## src/rtl/core/fcft_pkg.sv

```systemverilog
// ----------------------------------------------------------------------------
// fcft_pkg
// Shared types and constants for the frame classify / filter / tag block.
// ----------------------------------------------------------------------------
package fcft_pkg;

  localparam int COUNT_W    = 32;
  localparam int TOTAL_W    = 32;
  localparam int HOLD_BYTES = 24;
  localparam int HOLD_AW    = $clog2(HOLD_BYTES);
  localparam int POS_W      = $clog2(HOLD_BYTES + 1);
  localparam int STAMP_W    = 64;
  localparam int STAMP_BYTES = STAMP_W / 8;
  localparam int TAG_BYTES  = STAMP_BYTES + 2;
  localparam int TAG_CW     = $clog2(TAG_BYTES);
  localparam int CFG_IW     = 8;

  localparam logic [HOLD_AW-1:0] IDX_TYPE_HI = HOLD_AW'(12);
  localparam logic [HOLD_AW-1:0] IDX_TYPE_LO = HOLD_AW'(13);
  localparam logic [HOLD_AW-1:0] IDX_PROTO   = HOLD_AW'(23);
  localparam logic [HOLD_AW-1:0] IDX_LAST    = HOLD_AW'(HOLD_BYTES - 1);

  localparam logic [15:0] ETH_IPV4 = 16'h0800;
  localparam logic [15:0] ETH_ARP  = 16'h0806;
  localparam logic [7:0]  IP_TCP   = 8'd6;
  localparam logic [7:0]  IP_UDP   = 8'd17;

  localparam logic [7:0] CODE_NONE  = 8'h00;
  localparam logic [7:0] CODE_TCP   = 8'h01;
  localparam logic [7:0] CODE_UDP   = 8'h02;
  localparam logic [7:0] CODE_ARP   = 8'h03;
  localparam logic [7:0] CODE_OTHER = 8'h04;
  localparam logic [7:0] CODE_HI    = 8'h00;

  localparam logic [CFG_IW-1:0] REG_LOG_ARP   = CFG_IW'(0);
  localparam logic [CFG_IW-1:0] REG_LOG_TCP   = CFG_IW'(1);
  localparam logic [CFG_IW-1:0] REG_LOG_UDP   = CFG_IW'(2);
  localparam logic [CFG_IW-1:0] REG_LOG_OTHER = CFG_IW'(3);

  typedef enum logic [1:0] {
    CLS_ARP   = 2'd0,
    CLS_TCP   = 2'd1,
    CLS_UDP   = 2'd2,
    CLS_OTHER = 2'd3
  } cls_t;

  typedef logic [TOTAL_W-1:0] total_t;

  // decision handed from the classifier to the emitter
  typedef struct packed {
    logic               start;
    logic               pass;
    logic               last;
    logic [HOLD_AW-1:0] end_idx;
    logic [7:0]         code;
  } dec_t;

endpackage

```

## src/rtl/core/fcft_ram.sv

```systemverilog
// ----------------------------------------------------------------------------
// fcft_ram
// Generic single-write, single-read RAM with registered read data.
// ----------------------------------------------------------------------------
module fcft_ram #(
  parameter int W = 8,
  parameter int D = 24
) (
  input  logic                 clk,
  input  logic                 we,
  input  logic [$clog2(D)-1:0] waddr,
  input  logic [W-1:0]         wdata,
  input  logic                 re,
  input  logic [$clog2(D)-1:0] raddr,
  output logic [W-1:0]         rdata
);

  logic [W-1:0] mem [D];

  always_ff @(posedge clk) begin
    if (we) begin
      mem[waddr] <= wdata;
    end
    if (re) begin
      rdata <= mem[raddr];
    end
  end

endmodule

```

## src/rtl/core/fcft_classify.sv

```systemverilog
// ----------------------------------------------------------------------------
// fcft_classify
// Frame position tracking, EtherType/protocol decision, class enables and
// class counters. Drives the head store write port.
// ----------------------------------------------------------------------------
module fcft_classify (
  input  logic                       clk,
  input  logic                       rst_n,
  input  logic                       acc,
  input  logic [7:0]                 in_byte,
  input  logic                       in_last,
  input  logic                       cfg_wr,
  input  logic [fcft_pkg::CFG_IW-1:0] cfg_index,
  input  logic                       cfg_data,
  output fcft_pkg::dec_t             dec,
  output logic                       wr_en,
  output logic [fcft_pkg::HOLD_AW-1:0] wr_addr,
  output fcft_pkg::total_t           arp_total,
  output fcft_pkg::total_t           tcp_total,
  output fcft_pkg::total_t           udp_total,
  output fcft_pkg::total_t           other_total
);
  import fcft_pkg::*;

  logic [POS_W-1:0]   pos_r;
  logic               decided_r;
  logic               kept_r;
  logic [7:0]         type_hi_r;
  logic [3:0]         en_r;
  logic [COUNT_W-1:0] cnt_r [4];

  logic [HOLD_AW-1:0] p;
  logic [15:0]        tw;
  logic [7:0]         code;
  cls_t               cls;
  logic               hit;
  logic               en;

  always_comb begin
    hit  = acc && !decided_r;
    p    = (pos_r >= POS_W'(HOLD_BYTES)) ? IDX_LAST : pos_r[HOLD_AW-1:0];
    tw   = {type_hi_r, in_byte};
    code = CODE_NONE;
    cls  = CLS_OTHER;
    if (p == IDX_TYPE_LO && tw != ETH_IPV4) begin
      if (tw == ETH_ARP) begin
        code = CODE_ARP;
        cls  = CLS_ARP;
      end else begin
        code = CODE_OTHER;
      end
    end else if (p == IDX_PROTO) begin
      if (in_byte == IP_TCP) begin
        code = CODE_TCP;
        cls  = CLS_TCP;
      end else if (in_byte == IP_UDP) begin
        code = CODE_UDP;
        cls  = CLS_UDP;
      end else begin
        code = CODE_OTHER;
      end
    end
    if (code == CODE_NONE && in_last) begin
      code = CODE_OTHER;
      cls  = CLS_OTHER;
    end
    en = en_r[cls];

    dec.start   = hit && code != CODE_NONE && en;
    dec.pass    = acc && decided_r && kept_r;
    dec.last    = in_last;
    dec.end_idx = p;
    dec.code    = code;
    wr_en       = hit;
    wr_addr     = p;
  end

  always_ff @(posedge clk) begin
    if (!rst_n) begin
      pos_r     <= '0;
      decided_r <= 1'b0;
      kept_r    <= 1'b0;
      type_hi_r <= '0;
      en_r      <= '1;
      for (int i = 0; i < 4; i++) begin
        cnt_r[i] <= '0;
      end
    end else begin
      if (cfg_wr) begin
        case (cfg_index)
          REG_LOG_ARP:   en_r[CLS_ARP]   <= cfg_data;
          REG_LOG_TCP:   en_r[CLS_TCP]   <= cfg_data;
          REG_LOG_UDP:   en_r[CLS_UDP]   <= cfg_data;
          REG_LOG_OTHER: en_r[CLS_OTHER] <= cfg_data;
          default: ;
        endcase
      end
      if (dec.start) begin
        cnt_r[cls] <= cnt_r[cls] + COUNT_W'(1);
      end
      if (acc) begin
        if (in_last) begin
          pos_r     <= '0;
          decided_r <= 1'b0;
          kept_r    <= 1'b0;
          type_hi_r <= '0;
        end else if (hit) begin
          pos_r <= POS_W'(p) + POS_W'(1);
          if (p == IDX_TYPE_HI) begin
            type_hi_r <= in_byte;
          end
          if (code != CODE_NONE) begin
            decided_r <= 1'b1;
            kept_r    <= en;
          end
        end else if (pos_r < POS_W'(HOLD_BYTES)) begin
          pos_r <= pos_r + POS_W'(1);
        end
      end
    end
  end

  assign arp_total   = TOTAL_W'(cnt_r[CLS_ARP]);
  assign tcp_total   = TOTAL_W'(cnt_r[CLS_TCP]);
  assign udp_total   = TOTAL_W'(cnt_r[CLS_UDP]);
  assign other_total = TOTAL_W'(cnt_r[CLS_OTHER]);

endmodule

```

## src/rtl/core/fcft_emit.sv

```systemverilog
// ----------------------------------------------------------------------------
// fcft_emit
// Tag and replay sequencer: emits the tag, reads the held bytes back from
// the head store through a read stage, passes later bytes and owns the
// output register.
// ----------------------------------------------------------------------------
module fcft_emit (
  input  logic                         clk,
  input  logic                         rst_n,
  input  fcft_pkg::dec_t               dec,
  input  logic [7:0]                   in_byte,
  input  logic                         in_last,
  input  logic signed [fcft_pkg::STAMP_W-1:0] in_stamp,
  output logic                         in_stall,
  output logic                         rd_en,
  output logic [fcft_pkg::HOLD_AW-1:0] rd_addr,
  input  logic [7:0]                   rd_data,
  output logic                         out_valid,
  input  logic                         out_stall,
  output logic [7:0]                   out_byte,
  output logic                         out_last
);
  import fcft_pkg::*;

  typedef enum logic [1:0] {
    ST_IDLE,
    ST_TAG,
    ST_REPLAY
  } state_t;

  state_t             state_r,   state_nxt;
  logic [TAG_CW-1:0]  tcnt_r,    tcnt_nxt;
  logic [HOLD_AW-1:0] ridx_r,    ridx_nxt;
  logic [HOLD_AW-1:0] end_r,     end_nxt;
  logic               rep_last_r, rep_last_nxt;
  logic [STAMP_W-1:0] stamp_r,   stamp_nxt;
  logic [7:0]         code_r,    code_nxt;
  logic               rv_r,      rv_nxt;
  logic               rlast_r,   rlast_nxt;
  logic               ov_r,      ov_nxt;
  logic [7:0]         ob_r,      ob_nxt;
  logic               ol_r,      ol_nxt;

  logic o_free;
  logic adv;

  always_comb begin
    o_free       = !ov_r || !out_stall;
    adv          = !rv_r || o_free;
    state_nxt    = state_r;
    tcnt_nxt     = tcnt_r;
    ridx_nxt     = ridx_r;
    end_nxt      = end_r;
    rep_last_nxt = rep_last_r;
    stamp_nxt    = stamp_r;
    code_nxt     = code_r;
    rv_nxt       = rv_r;
    rlast_nxt    = rlast_r;
    ov_nxt       = ov_r;
    ob_nxt       = ob_r;
    ol_nxt       = ol_r;
    rd_en        = 1'b0;
    rd_addr      = ridx_r;

    unique case (state_r)
      ST_IDLE: begin
        if (dec.start) begin
          state_nxt    = ST_TAG;
          tcnt_nxt     = '0;
          stamp_nxt    = in_stamp;
          code_nxt     = dec.code;
          end_nxt      = dec.end_idx;
          rep_last_nxt = dec.last;
        end
      end
      ST_TAG: begin
        if (o_free) begin
          if (tcnt_r == TAG_CW'(TAG_BYTES - 1)) begin
            state_nxt = ST_REPLAY;
            ridx_nxt  = '0;
          end else begin
            tcnt_nxt = tcnt_r + TAG_CW'(1);
          end
        end
      end
      ST_REPLAY: begin
        if (adv) begin
          rd_en     = 1'b1;
          rlast_nxt = rep_last_r && ridx_r == end_r;
          if (ridx_r == end_r) begin
            state_nxt = ST_IDLE;
          end else begin
            ridx_nxt = ridx_r + HOLD_AW'(1);
          end
        end
      end
      default: state_nxt = ST_IDLE;
    endcase

    if (o_free) begin
      ov_nxt = 1'b0;
      if (state_r == ST_TAG) begin
        ov_nxt = 1'b1;
        ol_nxt = 1'b0;
        if (tcnt_r < TAG_CW'(STAMP_BYTES)) begin
          ob_nxt = stamp_r[{tcnt_r[2:0], 3'b000} +: 8];
        end else if (tcnt_r == TAG_CW'(STAMP_BYTES)) begin
          ob_nxt = code_r;
        end else begin
          ob_nxt = CODE_HI;
        end
      end else if (rv_r) begin
        ov_nxt = 1'b1;
        ob_nxt = rd_data;
        ol_nxt = rlast_r;
        rv_nxt = 1'b0;
      end else if (dec.pass) begin
        ov_nxt = 1'b1;
        ob_nxt = in_byte;
        ol_nxt = in_last;
      end
    end
    if (rd_en) begin
      rv_nxt = 1'b1;
    end
  end

  always_ff @(posedge clk) begin
    if (!rst_n) begin
      state_r <= ST_IDLE;
      rv_r    <= 1'b0;
      ov_r    <= 1'b0;
      tcnt_r  <= '0;
      ridx_r  <= '0;
    end else begin
      state_r <= state_nxt;
      rv_r    <= rv_nxt;
      ov_r    <= ov_nxt;
      tcnt_r  <= tcnt_nxt;
      ridx_r  <= ridx_nxt;
    end
    end_r      <= end_nxt;
    rep_last_r <= rep_last_nxt;
    stamp_r    <= stamp_nxt;
    code_r     <= code_nxt;
    rlast_r    <= rlast_nxt;
    ob_r       <= ob_nxt;
    ol_r       <= ol_nxt;
  end

  assign in_stall  = (state_r != ST_IDLE) || rv_r || (ov_r && out_stall);
  assign out_valid = ov_r;
  assign out_byte  = ob_r;
  assign out_last  = ol_r;

endmodule

```

## src/rtl/core/frame_classify_filter_tag_top.sv

```systemverilog
// ----------------------------------------------------------------------------
// frame_classify_filter_tag_top
// Ethernet frame classifier: counts and tags enabled ARP/TCP/UDP/other frames.
// A passed byte reaches the output register in the cycle after its transfer.
// Throughput: one byte per cycle unless stalled. An enabled frame's deciding byte starts
// 10 tag bytes, a gap and up to 24 replayed bytes; input is held off until they are out.
// Reset: frame state and counters cleared, all classes enabled; head store not cleared.
// ----------------------------------------------------------------------------
module frame_classify_filter_tag_top (
  input  logic                          clk,
  input  logic                          rst_n,
  input  logic                          in_valid,
  output logic                          in_stall,
  input  logic [7:0]                    in_byte,
  input  logic                          in_last,
  input  logic signed [fcft_pkg::STAMP_W-1:0] in_stamp,
  output logic                          out_valid,
  input  logic                          out_stall,
  output logic [7:0]                    out_byte,
  output logic                          out_last,
  output fcft_pkg::total_t              out_arp_total,
  output fcft_pkg::total_t              out_tcp_total,
  output fcft_pkg::total_t              out_udp_total,
  output fcft_pkg::total_t              out_other_total,
  input  logic                          cfg_valid,
  output logic                          cfg_ready,
  input  logic [fcft_pkg::CFG_IW-1:0]   cfg_index,
  input  logic                          cfg_data
);
  import fcft_pkg::*;

  dec_t               dec;
  logic               acc;
  logic               wr_en;
  logic [HOLD_AW-1:0] wr_addr;
  logic               rd_en;
  logic [HOLD_AW-1:0] rd_addr;
  logic [7:0]         rd_data;

  assign cfg_ready = 1'b1;
  assign acc       = in_valid && !in_stall;

  fcft_classify u_classify (
    .clk         (clk),
    .rst_n       (rst_n),
    .acc         (acc),
    .in_byte     (in_byte),
    .in_last     (in_last),
    .cfg_wr      (cfg_valid && cfg_ready),
    .cfg_index   (cfg_index),
    .cfg_data    (cfg_data),
    .dec         (dec),
    .wr_en       (wr_en),
    .wr_addr     (wr_addr),
    .arp_total   (out_arp_total),
    .tcp_total   (out_tcp_total),
    .udp_total   (out_udp_total),
    .other_total (out_other_total)
  );

  fcft_ram #(
    .W (8),
    .D (HOLD_BYTES)
  ) u_head_ram (
    .clk   (clk),
    .we    (wr_en),
    .waddr (wr_addr),
    .wdata (in_byte),
    .re    (rd_en),
    .raddr (rd_addr),
    .rdata (rd_data)
  );

  fcft_emit u_emit (
    .clk       (clk),
    .rst_n     (rst_n),
    .dec       (dec),
    .in_byte   (in_byte),
    .in_last   (in_last),
    .in_stamp  (in_stamp),
    .in_stall  (in_stall),
    .rd_en     (rd_en),
    .rd_addr   (rd_addr),
    .rd_data   (rd_data),
    .out_valid (out_valid),
    .out_stall (out_stall),
    .out_byte  (out_byte),
    .out_last  (out_last)
  );

endmodule

```

## config.mk

```make
export PLATFORM = sky130hd
export DESIGN_NAME = frame_classify_filter_tag_top
export DESIGN_NICKNAME = d
export VERILOG_FILES = /design/src/rtl/core/fcft_pkg.sv /design/src/rtl/core/fcft_ram.sv /design/src/rtl/core/fcft_classify.sv /design/src/rtl/core/fcft_emit.sv /design/src/rtl/core/frame_classify_filter_tag_top.sv
export SDC_FILE = /design/constraint.sdc
export NUM_CORES = 1
export LEC_CHECK = 0
export BUFFER_PORTS_ARGS = -buffer_cell sky130_fd_sc_hd__buf_2
export CORE_MARGIN = 5
export CORE_UTILIZATION = 58
export DETAILED_ROUTE_END_ITERATION = 8
export GPL_TIMING_DRIVEN = 0
export PLACE_DENSITY = 0.8
export SYNTH_ARGS = -nofsm -noshare
export SYNTH_HDL_FRONTEND = slang
export SYNTH_SLANG_ARGS = --single-unit
```

## constraint.sdc

```tcl
create_clock -name clk -period 6.75 [get_ports clk]
set_input_delay 0.675 -clock clk [delete_from_list [all_inputs] [get_ports clk]]
set_output_delay 0.675 -clock clk [all_outputs]
set_load 0.005 [all_outputs]
```

=== Word-level counts from Yosys, hierarchy flattened ===
Memory sizes are Yosys's and may differ from the RTL's. A register that Yosys moved wholly into a read port is not among the register bits.
Cells that the tools add are included.

* Register bits: 120
* Memory bits (writable): 320
* Bits of input ports: 87
* Word-level logic and storage cells: 168
* Memories kept: 2

{| class="wikitable"
|+ Memories
! memory !! words !! width !! read ports !! clocked after Yosys merged registers in !! write ports !! RTL line !! source
|-
| u_head_ram.mem || 24 || 8 || 1 || 1 || 1 || fcft_ram.sv:18 || <nowiki>logic [W-1:0] mem [D];</nowiki>
|-
| u_classify.cnt_r || 4 || 32 || 5 || 0 || 4 || fcft_classify.sv:30 || <nowiki>logic [COUNT_W-1:0] cnt_r [4];</nowiki>
|}

* $add $sub $neg: 5
* Order comparisons: 4
* Eq/ne operators: 23
* Shifts and indexed selects: 1
* Multiplexer cells: 66
* Reduce and logical (&&, ||, !) cells: 47

{| class="wikitable"
|+ Operators by type and width
! cell !! number
|-
| 8-bit two-way mux || 12
|-
| 64-bit by 7-bit indexed part select with 8-bit output || 1
|-
| 5-bit two-way mux || 8
|-
| 32-bit by 1-bit adder with 32-bit output, second input constant || 1
|-
| 32-bit two-way mux || 1
|-
| 32-bit OR reduction || 1
|-
| 1-bit two-way mux || 25
|-
| 2-bit two-way mux || 11
|-
| 2-bit AND reduction || 9
|-
| 16-bit by 12-bit == test with 1-bit output, second input constant || 1
|-
| 8-bit by 2-bit == test with 1-bit output, second input constant || 2
|-
| 8-bit zero test || 2
|-
| 16-bit by 12-bit inequality test with 1-bit output, second input constant || 1
|-
| 5-bit by 1-bit adder with 5-bit output, second input constant || 3
|-
| 2-bit nonzero test || 7
|-
| 4-bit two-way mux || 3
|-
| 5-bit by 4-bit == test with 1-bit output, second input constant || 2
|-
| 1-bit logical AND || 10
|-
| 5-bit case mux with 2 select lines || 1
|-
| 5-bit AND reduction || 2
|-
| 4-bit == test, second input constant || 2
|-
| 8-bit by 1-bit == test with 1-bit output, second input constant || 1
|-
| 8-bit by 3-bit == test with 1-bit output, second input constant || 1
|-
| 8-bit by 5-bit == test with 1-bit output, second input constant || 1
|-
| other kinds (22) || 38
|}

=== Longest topological paths before layout ===
* Word-level depth: 16
* Mapped depth: 14
* Depth with buffers taken out: 10

=== Cells and area by module ===
From an unflattened synthesis, not the netlist that was laid out.

* Cell total of the unflattened synthesis: 1293
* Area total of the unflattened synthesis: 19303.5 um^2

{| class="wikitable"
|+ Modules (own cells, without submodules)
! module !! instances !! cells each !! area an instance (um^2) !! seq. area each (um^2)
|-
| fcft_ram || 1 || 383 || 7800.0 || 6005.8
|-
| fcft_classify || 1 || 659 || 7333.3 || 4224.1
|-
| fcft_emit || 1 || 248 || 4145.2 || 2902.8
|-
| frame_classify_filter_tag_top || 1 || 3 || 25.0 || 0.0
|}

=== Least setup slack after synthesis ===
OpenSTA, ideal clock, no wires.

* Path kind: input-to-reg
* Start: input in_byte[6]
* End: memory u_classify.cnt_r[3][0], enable pin
* Library setup time: 0.466 ns
* Arrival time: 4.640 ns
* Required time: 6.284 ns
* Path slack: 1.645 ns
* Stages: 9
* Buffers on the path: 3
* Cell sequence: nor4_4 and4_1 buf_4 clkbuf_1 clkbuf_1 a32oi_1 o21ai_0 o311ai_1 o21ai_0

{| class="wikitable"
|+ RTL lines
! item !! RTL line !! source
|-
| start: declaration || frame_classify_filter_tag_top.sv:14 || <nowiki>input logic [7:0] in_byte,</nowiki>
|-
| end: declaration || fcft_classify.sv:30 ||
|}

==> metrics.txt <==
# TYPE chip_impl_metric gauge
chip_impl_metric{name="critical_path_peak_fanout",unit=""} 32
chip_impl_metric{name="yosys.cell_types.count",unit=""} 78
chip_impl_metric{name="cts_made_buffers",unit=""} 44
chip_impl_metric{name="fp.dieArea",unit="um2"} 36900
chip_impl_metric{name="final_design_area_no_fill",unit="um2"} 22400
chip_impl_metric{name="ys.warnings.count",unit=""} 0
chip_impl_metric{name="timing_worst_slew_pin_value",unit="ps"} 1230
chip_impl_metric{name="clock-skew-final",unit="ps"} 16.5
chip_impl_info{name="yosys.area.top_type",value="sky130_fd_sc_hd__edfxtp_1"} 1
chip_impl_metric{name="cts_resized",unit=""} 0
chip_impl_info{name="cp_common_cell",value="sky130_fd_sc_hd__clkbuf_1"} 1
chip_impl_info{name="worst_setup_sp_type",value="primary input"} 1
chip_impl_metric{name="postSynthRegisterBits",unit=""} 443
chip_impl_metric{name="cellLeakagePower",unit="nW"} 7.69
chip_impl_metric{name="cts-hold-fix-buffers",unit=""} 0
chip_impl_metric{name="fin_nets",unit=""} 1632
chip_impl_metric{name="die_w",unit="um"} 192
chip_impl_metric{name="portBuffers",unit=""} 225
chip_impl_metric{name="worst_path_largest_cell_delay",unit="ps"} 800
chip_impl_metric{name="achievable-frequency",unit="GHz"} 0.171
chip_impl_metric{name="wl_per_cell",unit="um"} 25.5
chip_impl_metric{name="routability_cong",unit=""} 0.950
chip_impl_metric{name="finalMaxSlewViolations",unit=""} 0
chip_impl_metric{name="min_period_over_period",unit="%"} 86.8
chip_impl_metric{name="syn-instance-count",unit=""} 1262
chip_impl_metric{name="worstSkewPairLatency",unit="ps"} 550
chip_impl_metric{name="dpl-instance-area",unit="um2"} 21000
chip_impl_metric{name="max-vdd-ir-drop",unit="uV"} 217
chip_impl_metric{name="floorplan.initialDensity",unit="%"} 58.9
chip_impl_metric{name="post_cts_buffers",unit=""} 0
chip_impl_metric{name="track_usage",unit="%"} 27.6
chip_impl_metric{name="setup_viol",unit=""} 0
chip_impl_metric{name="post_route_cells_drive_above_1_share",unit="%"} 26.4
chip_impl_metric{name="number_of_hold_violations_in_the_final_report",unit=""} 0
chip_impl_info{name="synth_area_leaders",value="sky130_fd_sc_hd__edfxtp_1 (64%), sky130_fd_sc_hd__mux4_2 (8.4%), sky130_fd_sc_hd__dfxtp_1 (3.3%)"} 1
chip_impl_metric{name="final_period_minus_worst_setup_slack",unit="ps"} 5860
chip_impl_metric{name="synth-seq-area-share",unit="%"} 67.6
chip_impl_metric{name="grt_overflow_total",unit=""} 0
chip_impl_metric{name="cts.reportedPaths.clkPinSlew",unit="ps"} 60
chip_impl_metric{name="top_level_ports",unit=""} 227
chip_impl_info{name="critical_path_capture_point_type",value="register"} 1
chip_impl_info{name="path_cells",value="buf_2, and4bb_2, and4_1, buf_4, clkbuf_1, clkbuf_1, a32oi_1, o21ai_0, o311ai_1, nor2_1, nand2_1, clkbuf_1, nand2_2"} 1
chip_impl_metric{name="required",unit="ps"} 6910
chip_impl_metric{name="final_core_util",unit="%"} 68.6
chip_impl_metric{name="synth_edf_count",unit=""} 411
chip_impl_info{name="clk_root_buffer_cell",value="sky130_fd_sc_hd__clkbuf_16"} 1
chip_impl_metric{name="placement_rows",unit=""} 66
chip_impl_metric{name="maxCapViolCount",unit=""} 0
chip_impl_metric{name="arrival_time_at_the_worst_endpoint",unit="ps"} 6020
chip_impl_info{name="worst-setup-path-type",value="primary input to register"} 1
chip_impl_metric{name="slew-limit-headroom",unit="%"} 16.5
chip_impl_metric{name="coreArea",unit="um2"} 32600
chip_impl_metric{name="grt_pass1_wl",unit="um"} 77400
chip_impl_metric{name="drcViolationCount",unit=""} 0
chip_impl_metric{name="first_global_vias",unit=""} 13200
chip_impl_metric{name="async_flop_share",unit="%"} 0
chip_impl_metric{name="drtAntennaViolNets",unit=""} 0
chip_impl_metric{name="cts-root-to-sink-buffers",unit=""} 3
chip_impl_info{name="cts_tree",value="done"} 1
chip_impl_metric{name="hpwl",unit="um"} 34800
chip_impl_metric{name="drt-total-wl",unit="um"} 51500
chip_impl_metric{name="synth.net_count",unit=""} 1358
chip_impl_metric{name="syn-cell-area",unit="um2"} 19200
chip_impl_metric{name="clkSinkCount",unit=""} 443
chip_impl_metric{name="vias",unit=""} 13000
chip_impl_metric{name="chipHeight",unit="um"} 192
chip_impl_metric{name="grt_start_max_net_pins",unit=""} 42
chip_impl_metric{name="yosys.area.top_type_share",unit="%"} 64.3
chip_impl_metric{name="area_growth_syn_to_layout",unit="%"} 16.4
chip_impl_metric{name="drt_first_pass_iters",unit=""} 7
chip_impl_info{name="rsz0062_at_grt",value="false"} 1
chip_impl_metric{name="pwr_cell_area",unit="nW/um2"} 271
chip_impl_info{name="hold_path_class",value="primary input to register"} 1
chip_impl_metric{name="drt_first_iter_violations",unit=""} 1788
chip_impl_info{name="outcome",value="completed"} 1
chip_impl_metric{name="htreeDepth",unit=""} 2
chip_impl_info{name="synth_flop_cell",value="sky130_fd_sc_hd__edfxtp_1"} 1
chip_impl_metric{name="avgSynthCellArea",unit="um2"} 15.2
chip_impl_info{name="cp_slowest_cell",value="sky130_fd_sc_hd__nand2_2"} 1
chip_impl_metric{name="drt-vias-per-instance",unit=""} 6.44
chip_impl_metric{name="grt_antenna_before_repair",unit=""} 2
sequential cells by signal, indices dropped and copies added (netlist names), 5 cells and up:
register / cells
u_emit.stamp_r: 64
u_head_ram.rdata: 8
u_classify.pos_r: 5
u_emit.end_r: 5
u_classify.type_hi_r: 8
u_classify.cnt_r: 128
u_emit.out_byte: 8
u_emit.rd_addr: 5
u_head_ram.mem: 192
power by group:
group | switching, mW | internal, mW
sequential | 0.0436 | 3.10
combinational | 0.316 | 0.209
clock | 1.01 | 1.37
final cells by class:
class | instances | area (um2)
fill | 2209 | 10300
inverter | 19 | 71.3
sequential | 443 | 13000
multi-input combinational | 716 | 5790
antenna | 2 | 5.00
tap | 442 | 553
clock inverter | 18 | 171
timing repair buffer | 228 | 1190
buffer | 84 | 380
clock buffer | 63 | 1210
worst paths after layout:
check / start / end / slack, ps / depth (start not counted)
worst min-delay path: in_stamp[56] / u_emit.stamp_r[56] / 300 / 1
worst max register to register: u_classify.pos_r[4] / u_classify.cnt_r[1][0] / 1060 / 12
worst min register to register: u_emit.state_r[0] / u_emit.state_r[0] / 500 / 2
worst max-delay path: in_byte[1] / u_classify.cnt_r[1][0] / 890 / 13
layer usage:
layer | wire length (um) | share of wire [%] | vias up | track usage [%]
met5 | 0 | 0 | - | 0
met4 | 1930 | 3.8 | 0 | 10.1
met3 | 4970 | 9.7 | 136 | 6.32
met2 | 25300 | 49 | 731 | 45.2
met1 | 19300 | 37 | 6501 | 36.5
li1 | - | - | 5599 | -
cell families after synthesis:
group                    Yosys count  share of synthesized area, %
XOR/XNOR                          24                          1.09
buffers and inverters            103                          2.35
other                              1                        0.0195
multiplexers                     119                          10.9
AND/OR/NAND/NOR                  357                          9.65
adder cells (fa/ha/maj)            9                         0.586
flip-flops                       443                          67.6
AO/OA/AOI/OAI                    206                          7.81
cell usage after synthesis (all sizes together), types with 15 or more instances:
cell type and number:
a21oi 36, a32oi 27, buf 30, clkbuf 54, dfxtp 32, edfxtp 411, inv 18, mux2i 45
mux4 72, nand2 53, nand3 18, nor2 146, nor3 46, o2111ai 15, o21ai 39, o41ai 15
xnor2 18
per-stage QoR:
stage	worst slack, ps	power, mW	hold slack, ps	TNS [ps]	cells
floorplan	1640	3.50	454	0	1262
global placement	-1420	3.70	470	-45260	1929
detailed placement	447	3.72	489	0	1932
CTS	974	6.06	287	0	2013
global route	629	6.23	286	0	2015
finish	892	6.05	295	0	2015
worst max-delay path: cells and delay by family:
family | cells | cell delay, ps
AO/OA/AOI/OAI | 3 | 610
AND/OR/NAND/NOR | 5 | 2570
buffers and inverters | 5 | 2110
cells in the final DEF (no fill, tap or decap), types with 6 or more instances in the layout:
cell                          n
sky130_fd_sc_hd__clkinv_1     8
sky130_fd_sc_hd__and3_1       8
sky130_fd_sc_hd__o41ai_1     15
sky130_fd_sc_hd__o21ai_0     35
sky130_fd_sc_hd__xor2_1       6
sky130_fd_sc_hd__a221o_1     13
sky130_fd_sc_hd__ha_1         9
sky130_fd_sc_hd__edfxtp_1   411
sky130_fd_sc_hd__dfxtp_1     32
sky130_fd_sc_hd__clkbuf_1    70
sky130_fd_sc_hd__or3_1        6
sky130_fd_sc_hd__mux2i_1     45
sky130_fd_sc_hd__clkbuf_16   45
sky130_fd_sc_hd__nor3_1      45
sky130_fd_sc_hd__nor2_1     146
sky130_fd_sc_hd__o2111ai_1   15
sky130_fd_sc_hd__a32oi_1     27
sky130_fd_sc_hd__nand4_1     10
sky130_fd_sc_hd__a21oi_1     31
sky130_fd_sc_hd__nand3_1     17
sky130_fd_sc_hd__inv_1       17
sky130_fd_sc_hd__nand2b_1     9
sky130_fd_sc_hd__xnor2_1     18
sky130_fd_sc_hd__nand2_1     50
sky130_fd_sc_hd__buf_1       10
sky130_fd_sc_hd__o22ai_1     11
sky130_fd_sc_hd__buf_2      237
sky130_fd_sc_hd__and2_1       7
sky130_fd_sc_hd__a22oi_1     14
sky130_fd_sc_hd__mux4_2      72
Power figures use the tool's default switching activity.
